[config.mk]
export PLATFORM = sky130hd
export DESIGN_NAME = overlay_window_setup_calc_top
export DESIGN_NICKNAME = d
export VERILOG_FILES = /design/src/rtl/owsc_pkg.sv /design/src/rtl/owsc_div_pipe.sv /design/src/rtl/overlay_window_setup_calc_top.sv
export SDC_FILE = /design/constraint.sdc
export NUM_CORES = 2
export LEC_CHECK = 0
export BUFFER_PORTS_ARGS = -buffer_cell sky130_fd_sc_hd__buf_2
export CORE_MARGIN = 10
export CORE_UTILIZATION = 33
export DETAILED_ROUTE_END_ITERATION = 8
export PLACE_DENSITY = 0.44
export SETUP_SLACK_MARGIN = 0.05
export SKIP_CTS_REPAIR_TIMING = 1
export SKIP_LAST_GASP = 1
export SLEW_MARGIN = 20
export SYNTH_ARGS = -nofsm -noshare
export SYNTH_HDL_FRONTEND = slang
export SYNTH_HIERARCHICAL = 1
export SYNTH_SLANG_ARGS = --single-unit
[constraint.sdc]
create_clock -name clk -period 18.2 [get_ports clk]
set_input_delay 0.91 -clock clk [delete_from_list [all_inputs] [get_ports clk]]
set_output_delay 0.91 -clock clk [all_outputs]
set_load 0.02 [all_outputs]
[src/rtl/owsc_pkg.sv]
// ----------------------------------------------------------------------------
// owsc_pkg
// Widths, constants and types shared by the overlay window setup calculator.
// ----------------------------------------------------------------------------
package owsc_pkg;

	// Field widths
	localparam int FMT_W     = 2;
	localparam int KEY_W     = 24;
	localparam int COORD_W   = 12;
	localparam int SRC_W     = 11;
	localparam int POS_W     = 16;
	localparam int HZ_W      = 14;
	localparam int VZ_W      = 15;
	localparam int CFG_IDX_W = 3;
	localparam int CFG_W     = 8;

	// Divider geometry: the quotient is below 1024 because src < drawn size
	localparam int QUO_W     = 10;
	localparam int DVS_W     = 13;
	localparam int REM_W     = 13;
	localparam int DIFF_W    = 14;
	localparam int DIV_BITS_PER_STAGE = 2;

	// Overlay formats
	localparam logic [FMT_W-1:0] OVL_YUV422 = 2'd0;
	localparam logic [FMT_W-1:0] OVL_RGB565 = 2'd1;

	// Desktop formats
	localparam logic [1:0] DESK_PAL8   = 2'd0;
	localparam logic [1:0] DESK_RGB555 = 2'd1;
	localparam logic [1:0] DESK_RGB565 = 2'd2;
	localparam logic [1:0] DESK_TRUE   = 2'd3;

	// Configuration register indexes
	localparam logic [CFG_IDX_W-1:0] REG_DESKTOP_FORMAT = 3'd0;
	localparam logic [CFG_IDX_W-1:0] REG_H_TOTAL        = 3'd1;
	localparam logic [CFG_IDX_W-1:0] REG_H_SYNC_START   = 3'd2;
	localparam logic [CFG_IDX_W-1:0] REG_H_EXT_OVERFLOW = 3'd3;
	localparam logic [CFG_IDX_W-1:0] REG_V_TOTAL        = 3'd4;
	localparam logic [CFG_IDX_W-1:0] REG_V_OVERFLOW     = 3'd5;
	localparam logic [CFG_IDX_W-1:0] REG_V_SYNC_START   = 3'd6;
	localparam logic [CFG_IDX_W-1:0] REG_V_EXT_OVERFLOW = 3'd7;

	// Timing offsets
	localparam logic [POS_W-1:0] H_TOTAL_ADJ = 16'd40;
	localparam logic [POS_W-1:0] H_SKEW_ADJ  = 16'd24;
	localparam logic [POS_W-1:0] V_TOTAL_ADJ = 16'd2;
	localparam logic [POS_W-1:0] V_SKEW_ADJ  = 16'd7;
	localparam logic [POS_W-1:0] X_START_ADJ = 16'd1;
	localparam logic [POS_W-1:0] X_END_ADJ   = 16'd4;
	localparam logic [POS_W-1:0] Y_END_ADJ   = 16'd5;
	localparam logic [DIFF_W-1:0] W_EXTRA    = 14'd6;
	localparam logic [DIFF_W-1:0] H_EXTRA    = 14'd2;

	// Key masks
	localparam logic [KEY_W-1:0] MASK_8  = 24'h0000ff;
	localparam logic [KEY_W-1:0] MASK_16 = 24'h00ffff;
	localparam logic [KEY_W-1:0] MASK_24 = 24'hffffff;

	// Zoom constants
	localparam logic [HZ_W-1:0] H_ZOOM_UNITY = 14'd1024;
	localparam logic [VZ_W-1:0] V_ZOOM_UNITY = 15'h03ff;
	localparam logic [VZ_W-1:0] V_ZOOM_FLAG  = 15'h4000;

	// Per-item results that ride alongside the dividers
	typedef struct packed {
		logic             format_error;
		logic             rgb_overlay;
		logic [KEY_W-1:0] key_value;
		logic [KEY_W-1:0] key_mask;
		logic [POS_W-1:0] win_x_start;
		logic [POS_W-1:0] win_x_end;
		logic [POS_W-1:0] win_y_start;
		logic [POS_W-1:0] win_y_end;
		logic             h_div;
		logic             v_div;
	} side_t;

endpackage

[src/rtl/owsc_div_pipe.sv]
// ----------------------------------------------------------------------------
// owsc_div_pipe
// Pipelined restoring divider for the zoom factors, a few quotient bits per
// stage. The dividend is the remainder seed shifted up by QUO_W zero bits.
// ----------------------------------------------------------------------------
module owsc_div_pipe #(
	parameter int BITS_PER_STAGE = owsc_pkg::DIV_BITS_PER_STAGE,
	parameter int STAGES = (owsc_pkg::QUO_W + BITS_PER_STAGE - 1) / BITS_PER_STAGE
) (
	input  logic                         clk,
	input  logic [STAGES-1:0]            adv,
	input  logic [owsc_pkg::DVS_W-1:0]   dvs_in,
	input  logic [owsc_pkg::REM_W-1:0]   rem_in,
	output logic [owsc_pkg::QUO_W-1:0]   quo
);

	localparam int QW = owsc_pkg::QUO_W;
	localparam int RW = owsc_pkg::REM_W;
	localparam int DW = owsc_pkg::DVS_W;

	logic [RW-1:0] rem_s [STAGES];
	logic [DW-1:0] dvs_s [STAGES];
	logic [QW-1:0] quo_s [STAGES];

	for (genvar k = 0; k < STAGES; k++) begin : g_stage
		logic [RW-1:0] rem_prev;
		logic [DW-1:0] dvs_prev;
		logic [QW-1:0] quo_prev;
		logic [RW-1:0] rem_nxt;
		logic [QW-1:0] quo_nxt;

		if (k == 0) begin : g_first
			assign rem_prev = rem_in;
			assign dvs_prev = dvs_in;
			assign quo_prev = '0;
		end else begin : g_next
			assign rem_prev = rem_s[k-1];
			assign dvs_prev = dvs_s[k-1];
			assign quo_prev = quo_s[k-1];
		end

		// shift-compare-subtract, one quotient bit per step
		always_comb begin
			logic [RW:0] trial;
			rem_nxt = rem_prev;
			quo_nxt = quo_prev;
			trial   = '0;
			for (int j = 0; j < BITS_PER_STAGE; j++) begin
				if (k * BITS_PER_STAGE + j < QW) begin
					trial = {rem_nxt, 1'b0};
					if (trial >= {1'b0, dvs_prev}) begin
						trial   = trial - {1'b0, dvs_prev};
						quo_nxt = {quo_nxt[QW-2:0], 1'b1};
					end else begin
						quo_nxt = {quo_nxt[QW-2:0], 1'b0};
					end
					rem_nxt = trial[RW-1:0];
				end
			end
		end

		always_ff @(posedge clk) begin
			if (adv[k]) begin
				rem_s[k] <= rem_nxt;
				dvs_s[k] <= dvs_prev;
				quo_s[k] <= quo_nxt;
			end
		end
	end

	assign quo = quo_s[STAGES-1];

endmodule

[src/rtl/overlay_window_setup_calc_top.sv]
// ----------------------------------------------------------------------------
// overlay_window_setup_calc_top
// Overlay register calculator: key colour packing, window skew and zoom.
// ----------------------------------------------------------------------------
// Usage:
//  - Requests enter on in_valid/in_ready, one transfer per item; each gives
//    exactly one result on out_valid/out_ready.
//  - Configuration (desktop format and CRTC timing bytes) is written through
//    cfg_valid/cfg_index/cfg_data; cfg_ready is always high. Write it only
//    while no request is in flight.
//  - The pipeline is one preparation stage, the divider stages and one output
//    register. The depth is set by the 10-bit restoring division for the
//    zoom factors.
//  - One item per cycle while not stalled; every stage holds its own item.
//  - When out_ready is low the output register holds and the stall ripples
//    back stage by stage; in_ready falls only once every stage is full.
//  - Reset clears all valid bits and the configuration registers to zero.
// ----------------------------------------------------------------------------
module overlay_window_setup_calc_top #(
	parameter int DIV_BITS_PER_STAGE = owsc_pkg::DIV_BITS_PER_STAGE
) (
	input  logic                              clk,
	input  logic                              arst_n,
	// configuration
	input  logic                              cfg_valid,
	output logic                              cfg_ready,
	input  logic [owsc_pkg::CFG_IDX_W-1:0]    cfg_index,
	input  logic [owsc_pkg::CFG_W-1:0]        cfg_data,
	// requests
	input  logic                              in_valid,
	output logic                              in_ready,
	input  logic [owsc_pkg::FMT_W-1:0]        overlay_format,
	input  logic [owsc_pkg::KEY_W-1:0]        key_color,
	input  logic [owsc_pkg::COORD_W-1:0]      dst_left,
	input  logic [owsc_pkg::COORD_W-1:0]      dst_right,
	input  logic [owsc_pkg::COORD_W-1:0]      dst_top,
	input  logic [owsc_pkg::COORD_W-1:0]      dst_bottom,
	input  logic [owsc_pkg::SRC_W-1:0]        src_width,
	input  logic [owsc_pkg::SRC_W-1:0]        src_height,
	// results
	output logic                              out_valid,
	input  logic                              out_ready,
	output logic                              format_error,
	output logic                              rgb_overlay,
	output logic [owsc_pkg::KEY_W-1:0]        key_value,
	output logic [owsc_pkg::KEY_W-1:0]        key_mask,
	output logic [owsc_pkg::POS_W-1:0]        win_x_start,
	output logic [owsc_pkg::POS_W-1:0]        win_x_end,
	output logic [owsc_pkg::POS_W-1:0]        win_y_start,
	output logic [owsc_pkg::POS_W-1:0]        win_y_end,
	output logic [owsc_pkg::HZ_W-1:0]         h_zoom,
	output logic [owsc_pkg::VZ_W-1:0]         v_zoom
);

	localparam int DIV_STAGES =
		(owsc_pkg::QUO_W + DIV_BITS_PER_STAGE - 1) / DIV_BITS_PER_STAGE;
	localparam int NSTG = DIV_STAGES + 2;
	localparam int POS_W = owsc_pkg::POS_W;

	// ---------------- configuration registers ----------------
	logic [1:0]                  desktop_format_q;
	logic [owsc_pkg::CFG_W-1:0]  h_total_q, h_sync_start_q, h_ext_overflow_q;
	logic [owsc_pkg::CFG_W-1:0]  v_total_q, v_overflow_q, v_sync_start_q, v_ext_overflow_q;

	assign cfg_ready = 1'b1;

	always_ff @(posedge clk or negedge arst_n) begin
		if (!arst_n) begin
			desktop_format_q <= '0;
			h_total_q        <= '0;
			h_sync_start_q   <= '0;
			h_ext_overflow_q <= '0;
			v_total_q        <= '0;
			v_overflow_q     <= '0;
			v_sync_start_q   <= '0;
			v_ext_overflow_q <= '0;
		end else if (cfg_valid) begin
			unique case (cfg_index)
				owsc_pkg::REG_DESKTOP_FORMAT: desktop_format_q <= cfg_data[1:0];
				owsc_pkg::REG_H_TOTAL:        h_total_q        <= cfg_data;
				owsc_pkg::REG_H_SYNC_START:   h_sync_start_q   <= cfg_data;
				owsc_pkg::REG_H_EXT_OVERFLOW: h_ext_overflow_q <= cfg_data;
				owsc_pkg::REG_V_TOTAL:        v_total_q        <= cfg_data;
				owsc_pkg::REG_V_OVERFLOW:     v_overflow_q     <= cfg_data;
				owsc_pkg::REG_V_SYNC_START:   v_sync_start_q   <= cfg_data;
				owsc_pkg::REG_V_EXT_OVERFLOW: v_ext_overflow_q <= cfg_data;
				default: ;
			endcase
		end
	end

	// ---------------- pipeline control ----------------
	logic [NSTG-1:0] valid_s;
	logic [NSTG-1:0] adv;

	// a stage loads when it is empty or its item moves on
	always_comb begin
		adv[NSTG-1] = !valid_s[NSTG-1] || out_ready;
		for (int k = NSTG - 2; k >= 0; k--) begin
			adv[k] = !valid_s[k] || adv[k+1];
		end
	end

	assign in_ready = adv[0];

	always_ff @(posedge clk or negedge arst_n) begin
		if (!arst_n) begin
			valid_s <= '0;
		end else begin
			if (adv[0]) valid_s[0] <= in_valid;
			for (int k = 1; k < NSTG; k++) begin
				if (adv[k]) valid_s[k] <= valid_s[k-1];
			end
		end
	end

	// ---------------- preparation stage ----------------
	// skews from CRTC timing
	logic [11:0]                  ht, hss;
	logic [10:0]                  vt, vss;
	logic [POS_W-1:0]             xs, ys;
	logic [owsc_pkg::DIFF_W-1:0]  dw, dh;
	logic                         h_div, v_div, fmt_bad;
	logic [7:0]                   r, g, b;
	logic [owsc_pkg::KEY_W-1:0]   kv, km;
	owsc_pkg::side_t              side_d;
	logic [owsc_pkg::REM_W-1:0]   h_rem_d, v_rem_d;

	assign ht  = {h_ext_overflow_q[0], h_total_q, 3'b000};
	assign hss = {h_ext_overflow_q[3], h_sync_start_q, 3'b000};
	assign vt  = {v_ext_overflow_q[7], v_overflow_q[5], v_overflow_q[0], v_total_q};
	assign vss = {v_ext_overflow_q[5], v_overflow_q[7], v_overflow_q[2], v_sync_start_q};

	assign xs = POS_W'(ht) + owsc_pkg::H_TOTAL_ADJ - POS_W'(hss) - owsc_pkg::H_SKEW_ADJ;
	assign ys = POS_W'(vt) + owsc_pkg::V_TOTAL_ADJ - POS_W'(vss) - owsc_pkg::V_SKEW_ADJ;

	// drawn size as signed difference; divide only when source is smaller
	assign dw = {2'b00, dst_right} - {2'b00, dst_left} + owsc_pkg::W_EXTRA;
	assign dh = {2'b00, dst_bottom} - {2'b00, dst_top} + owsc_pkg::H_EXTRA;
	assign h_div = !dw[owsc_pkg::DIFF_W-1] && (dw != '0)
		&& ({2'b00, src_width} < dw[owsc_pkg::DVS_W-1:0]);
	assign v_div = !dh[owsc_pkg::DIFF_W-1] && (dh != '0)
		&& ({2'b00, src_height} < dh[owsc_pkg::DVS_W-1:0]);

	assign h_rem_d = (src_width == '0) ? '0 : owsc_pkg::REM_W'(src_width - 1'b1);
	assign v_rem_d = (src_height == '0) ? '0 : owsc_pkg::REM_W'(src_height - 1'b1);

	assign fmt_bad = (overlay_format != owsc_pkg::OVL_YUV422)
		&& (overlay_format != owsc_pkg::OVL_RGB565);

	// key colour packing
	assign r = key_color[23:16];
	assign g = key_color[15:8];
	assign b = key_color[7:0];

	always_comb begin
		unique case (desktop_format_q)
			owsc_pkg::DESK_PAL8: begin
				kv = key_color;
				km = owsc_pkg::MASK_8;
			end
			owsc_pkg::DESK_RGB555: begin
				kv = {9'd0, r[7:3], g[7:3], b[7:3]};
				km = owsc_pkg::MASK_16;
			end
			owsc_pkg::DESK_RGB565: begin
				kv = {8'd0, r[7:3], g[7:2], b[7:3]};
				km = owsc_pkg::MASK_16;
			end
			default: begin
				kv = key_color;
				km = owsc_pkg::MASK_24;
			end
		endcase
	end

	// results, all zero for an unsupported format
	always_comb begin
		side_d = '0;
		side_d.format_error = 1'b1;
		if (!fmt_bad) begin
			side_d.format_error = 1'b0;
			side_d.rgb_overlay  = (overlay_format == owsc_pkg::OVL_RGB565);
			side_d.key_value    = kv;
			side_d.key_mask     = km;
			side_d.win_x_start  = POS_W'(dst_left) + owsc_pkg::X_START_ADJ + xs;
			side_d.win_x_end    = POS_W'(dst_right) + owsc_pkg::X_END_ADJ + xs;
			side_d.win_y_start  = POS_W'(dst_top) + ys;
			side_d.win_y_end    = POS_W'(dst_bottom) + owsc_pkg::Y_END_ADJ + ys;
			side_d.h_div        = h_div;
			side_d.v_div        = v_div;
		end
	end

	owsc_pkg::side_t              side_s [NSTG-1];
	logic [owsc_pkg::DVS_W-1:0]   h_dvs_s1, v_dvs_s1;
	logic [owsc_pkg::REM_W-1:0]   h_rem_s1, v_rem_s1;

	// divider operands
	always_ff @(posedge clk) begin
		if (adv[0]) begin
			h_dvs_s1  <= dw[owsc_pkg::DVS_W-1:0];
			v_dvs_s1  <= dh[owsc_pkg::DVS_W-1:0];
			h_rem_s1  <= h_rem_d;
			v_rem_s1  <= v_rem_d;
		end
	end

	// ---------------- divider stages ----------------
	logic [owsc_pkg::QUO_W-1:0] h_quo, v_quo;

	owsc_div_pipe #(
		.BITS_PER_STAGE (DIV_BITS_PER_STAGE),
		.STAGES         (DIV_STAGES)
	) u_h_div (
		.clk    (clk),
		.adv    (adv[DIV_STAGES:1]),
		.dvs_in (h_dvs_s1),
		.rem_in (h_rem_s1),
		.quo    (h_quo)
	);

	owsc_div_pipe #(
		.BITS_PER_STAGE (DIV_BITS_PER_STAGE),
		.STAGES         (DIV_STAGES)
	) u_v_div (
		.clk    (clk),
		.adv    (adv[DIV_STAGES:1]),
		.dvs_in (v_dvs_s1),
		.rem_in (v_rem_s1),
		.quo    (v_quo)
	);

	// side data travels in step with the divider
	always_ff @(posedge clk) begin
		if (adv[0]) side_s[0] <= side_d;
		for (int k = 1; k < NSTG - 1; k++) begin
			if (adv[k]) side_s[k] <= side_s[k-1];
		end
	end

	// ---------------- output register ----------------
	owsc_pkg::side_t            side_last;
	logic [owsc_pkg::HZ_W-1:0]  h_zoom_d;
	logic [owsc_pkg::VZ_W-1:0]  v_zoom_d;

	assign side_last = side_s[NSTG-2];

	always_comb begin
		if (side_last.format_error) begin
			h_zoom_d = '0;
			v_zoom_d = '0;
		end else begin
			h_zoom_d = side_last.h_div ? owsc_pkg::HZ_W'(h_quo) : owsc_pkg::H_ZOOM_UNITY;
			v_zoom_d = side_last.v_div ? (owsc_pkg::V_ZOOM_FLAG | owsc_pkg::VZ_W'(v_quo))
				: owsc_pkg::V_ZOOM_UNITY;
		end
	end

	always_ff @(posedge clk) begin
		if (adv[NSTG-1]) begin
			format_error <= side_last.format_error;
			rgb_overlay  <= side_last.rgb_overlay;
			key_value    <= side_last.key_value;
			key_mask     <= side_last.key_mask;
			win_x_start  <= side_last.win_x_start;
			win_x_end    <= side_last.win_x_end;
			win_y_start  <= side_last.win_y_start;
			win_y_end    <= side_last.win_y_end;
			h_zoom       <= h_zoom_d;
			v_zoom       <= v_zoom_d;
		end
	end

	assign out_valid = valid_s[NSTG-1];

endmodule

==> results.json <==
{
  "status": "complete, no violations",
  "synth_adder_area_share_pct": 9.902,
  "layout_commonest_cell": "edfxtp_1",
  "placed_cells": 6553,
  "grt_pass1_vias": 33249,
  "timing.final.ws_setup_ns": 12.36,
  "vias": 32356,
  "start_util_pct": 33.17,
  "rsz0062_at_grt": "no",
  "grt-ovfl-total": 0,
  "synth_enable_flop_cells": 989,
  "ys.flop_type": "edfxtp_1",
  "syn-mean-instance-area_sq_um": 12.68,
  "fp.dieH_um": 421.5,
  "yosysTopAreaCell": "edfxtp_1",
  "muxShareOfSynthArea_pct": 3.926,
  "globalplace.congestion": 0.8549,
  "synth_top_family_by_area": "compound AO/OA/AOI/OAI gates",
  "max_freq_mhz": 171.2,
  "cts.sinks": 1038,
  "cp.arrival_ns": 6.33,
  "hold_viol": 0,
  "grt_pass1_wl_mm": 197.3,
  "dp_hpwl_mm": 97.19,
  "seqCellArea_sq_um": 30920,
  "syn_to_final_growth_pct": 14.29,
  "end_kind": "register",
  "fillers": 15495,
  "design_area_sq_um": 60790,
  "cts_buffer_depth": 3,
  "io_buffers": 249,
  "synthXorXnorAreaFrac_pct": 4.380,
  "maxSlewHeadroom_pct": 31.99,
  "fin_crit_sh_pct": 32.09,
  "syn_area_sq_um": 53190,
  "drc": 0,
  "min_period_ns": 5.841,
  "antenna_found_initial": 12,
  "detail_route.wl_per_cell_um": 18.72,
  "startpoint_type": "register",
  "fin_skew_ns": 0.01999,
  "path_class": "reg -> reg",
  "synth_seq_cells": 1038,
  "ys_types": 108,
  "synthSimpleGateAreaFrac_pct": 9.764,
  "cts_tree": "yes",
  "chipWidth_um": 421.5,
  "synthCells": 4194,
  "clockRootBuffer": "clkbuf_16",
  "drv_slew": 0,
  "hold_class": "in -> async",
  "worstSkewPairLatency_ns": 0.74,
  "clkSlewWorstSetupHoldPaths_ns": 0.07,
  "nNetsFinal": 5031,
  "synth_top_area_share_pct": 55.83,
  "postRouteAntennaNets": 0,
  "firstDrtPassIters": 5,
  "netlist_top_cells_area": "edfxtp_1 (56%), ha_1 (9.1%), mux2_2 (3.1%)",
  "drive_above_1_share_pct": 15.05,
  "setup_violations": 0,
  "tightest_slew_ns": 1.020,
  "synthArstFlopShare_pct": 4.721,
  "finalNonFillerCells": 6772,
  "core_sq_um": 160400,
  "cp_data_required_time_ns": 18.68,
  "place_ws_ns": 12.31,
  "synth_compound_area_share_pct": 10.70,
  "setup_tns_ns": 0,
  "maxCapViolCount": 0,
  "die-area_sq_um": 177700,
  "final_cell_mix": "edfxtp_1 (989), ha_1 (389), inv_1 (323)",
  "dpl_cell_area_sq_um": 56970,
  "numCtsBuffers": 115,
  "drt_wl_total_mm": 126.8,
  "viasPerCell": 4.778,
  "cts-htree-levels": 3,
  "multi_input_area_sq_um": 20660,
  "critPathMaxFanout": 17,
  "grt_use_total_pct": 14.02,
  "num_rows": 147,
  "drtIter0Drc": 1625,
  "grt_max_degree": 70,
  "ioPinCount": 258,
  "yosys_warnings": 6,
  "yosysSeqAreaShare_pct": 58.13
}
kinds of logic after synthesis:
| kind of cell | Yosys count |
|---|---|
| other | 2 |
| and+or+nand+nor | 1046 |
| xor gates and xnor gates | 266 |
| muxes | 178 |
| adders and majority gates | 409 |
| DFF | 1038 |
| AOI/OAI and AO/OA | 847 |
| buffers and inverters | 408 |
final timing paths:
check | cells after the start | from | endpoint | slack [ns]
min reg2reg | 0 | side_s[1][63]$_DFFE_PP_ | side_s[2][63]$_DFFE_PP_ | 0.41
max | 15 | h_dvs_s1[0]$_DFFE_PP_ | u_h_div/rem_s[0][6]$_DFFE_PP_ | 12.36
max reg2reg | 15 | h_dvs_s1[0]$_DFFE_PP_ | u_h_div/rem_s[0][6]$_DFFE_PP_ | 12.36
min | 2 | arst_n | h_total_q[0]$_DFFE_PN0P_ | 0.31
min in group clk | 0 | side_s[1][63]$_DFFE_PP_ | side_s[2][63]$_DFFE_PP_ | 0.41
max in group asynchronous | 2 | arst_n | desktop_format_q[1]$_DFFE_PN0P_ | 17.33
critical path, stage by stage, from the launching register on:
cell      delay (ns)
edfxtp_1        0.51
fa_1            0.50
nand2b_1        0.18
a21o_1          0.19
a21oi_1         0.32
a41oi_2         0.21
a31oi_2         0.73
mux2_2          0.44
ha_1            0.35
a21oi_1         0.22
o21bai_1        0.09
a211o_1         0.34
a41oi_1         0.24
a21oi_1         0.16
a221oi_4        0.67
mux2_2          0.42
state kept, by name (all words and copies together), names as in the netlist, 24 cells and up:
| signal | count |
|---|---|
| u_v_div/dvs_s | 52 |
| u_v_div/quo_s | 30 |
| u_h_div/dvs_s | 52 |
| key_value | 24 |
| u_h_div/quo_s | 30 |
| side_s | 558 |
| u_v_div/rem_s | 52 |
| u_h_div/rem_s | 52 |
synth_stat cells, drive strengths merged (66+ instances only):
| library cell | instances |
|---|---|
| xor2 | 78 |
| nor3 | 99 |
| nand2 | 209 |
| nor2 | 303 |
| a21oi | 230 |
| ha | 389 |
| inv | 325 |
| o21ai | 180 |
| nand3 | 79 |
| edfxtp | 989 |
| nor2b | 66 |
| xnor2 | 188 |
| a21o | 66 |
| mux2 | 173 |
final cells by class:
| cell class | instances | area share, % |
|---|---|---|
| Antenna cell | 7 | 0.02881 |
| Timing Repair Buffer | 276 | 2.387 |
| Sequential cell | 1038 | 50.87 |
| Multi-Input combinational cell | 2754 | 33.99 |
| Inverter | 325 | 2.023 |
| Clock buffer | 141 | 4.946 |
| Clock inverter | 71 | 1.317 |
| Tap cell | 2160 | 4.445 |
per-stage QoR:
step / hold WS [ns] / util, %
CTS: 0.2953 / 37.89
detailed placement: 0.4045 / 35.52
floorplan: 0.4003 / -
finish: 0.3105 / 37.91
global route: 0.3314 / 37.90
global placement: 0.4008 / 35.52
metal layers:
metal  vias to the layer above  share of wire (%)  track usage (%)
li1                      16284                  -                -
met1                     15456                 46            18.01
met2                       428                 49            24.35
met3                       186                2.9            2.249
met4                         2                2.7            3.886
met5                         -              0.016                0
Power is not shown: default switching activity piles up to over one toggle a cycle in this logic, so the estimate is an artifact.
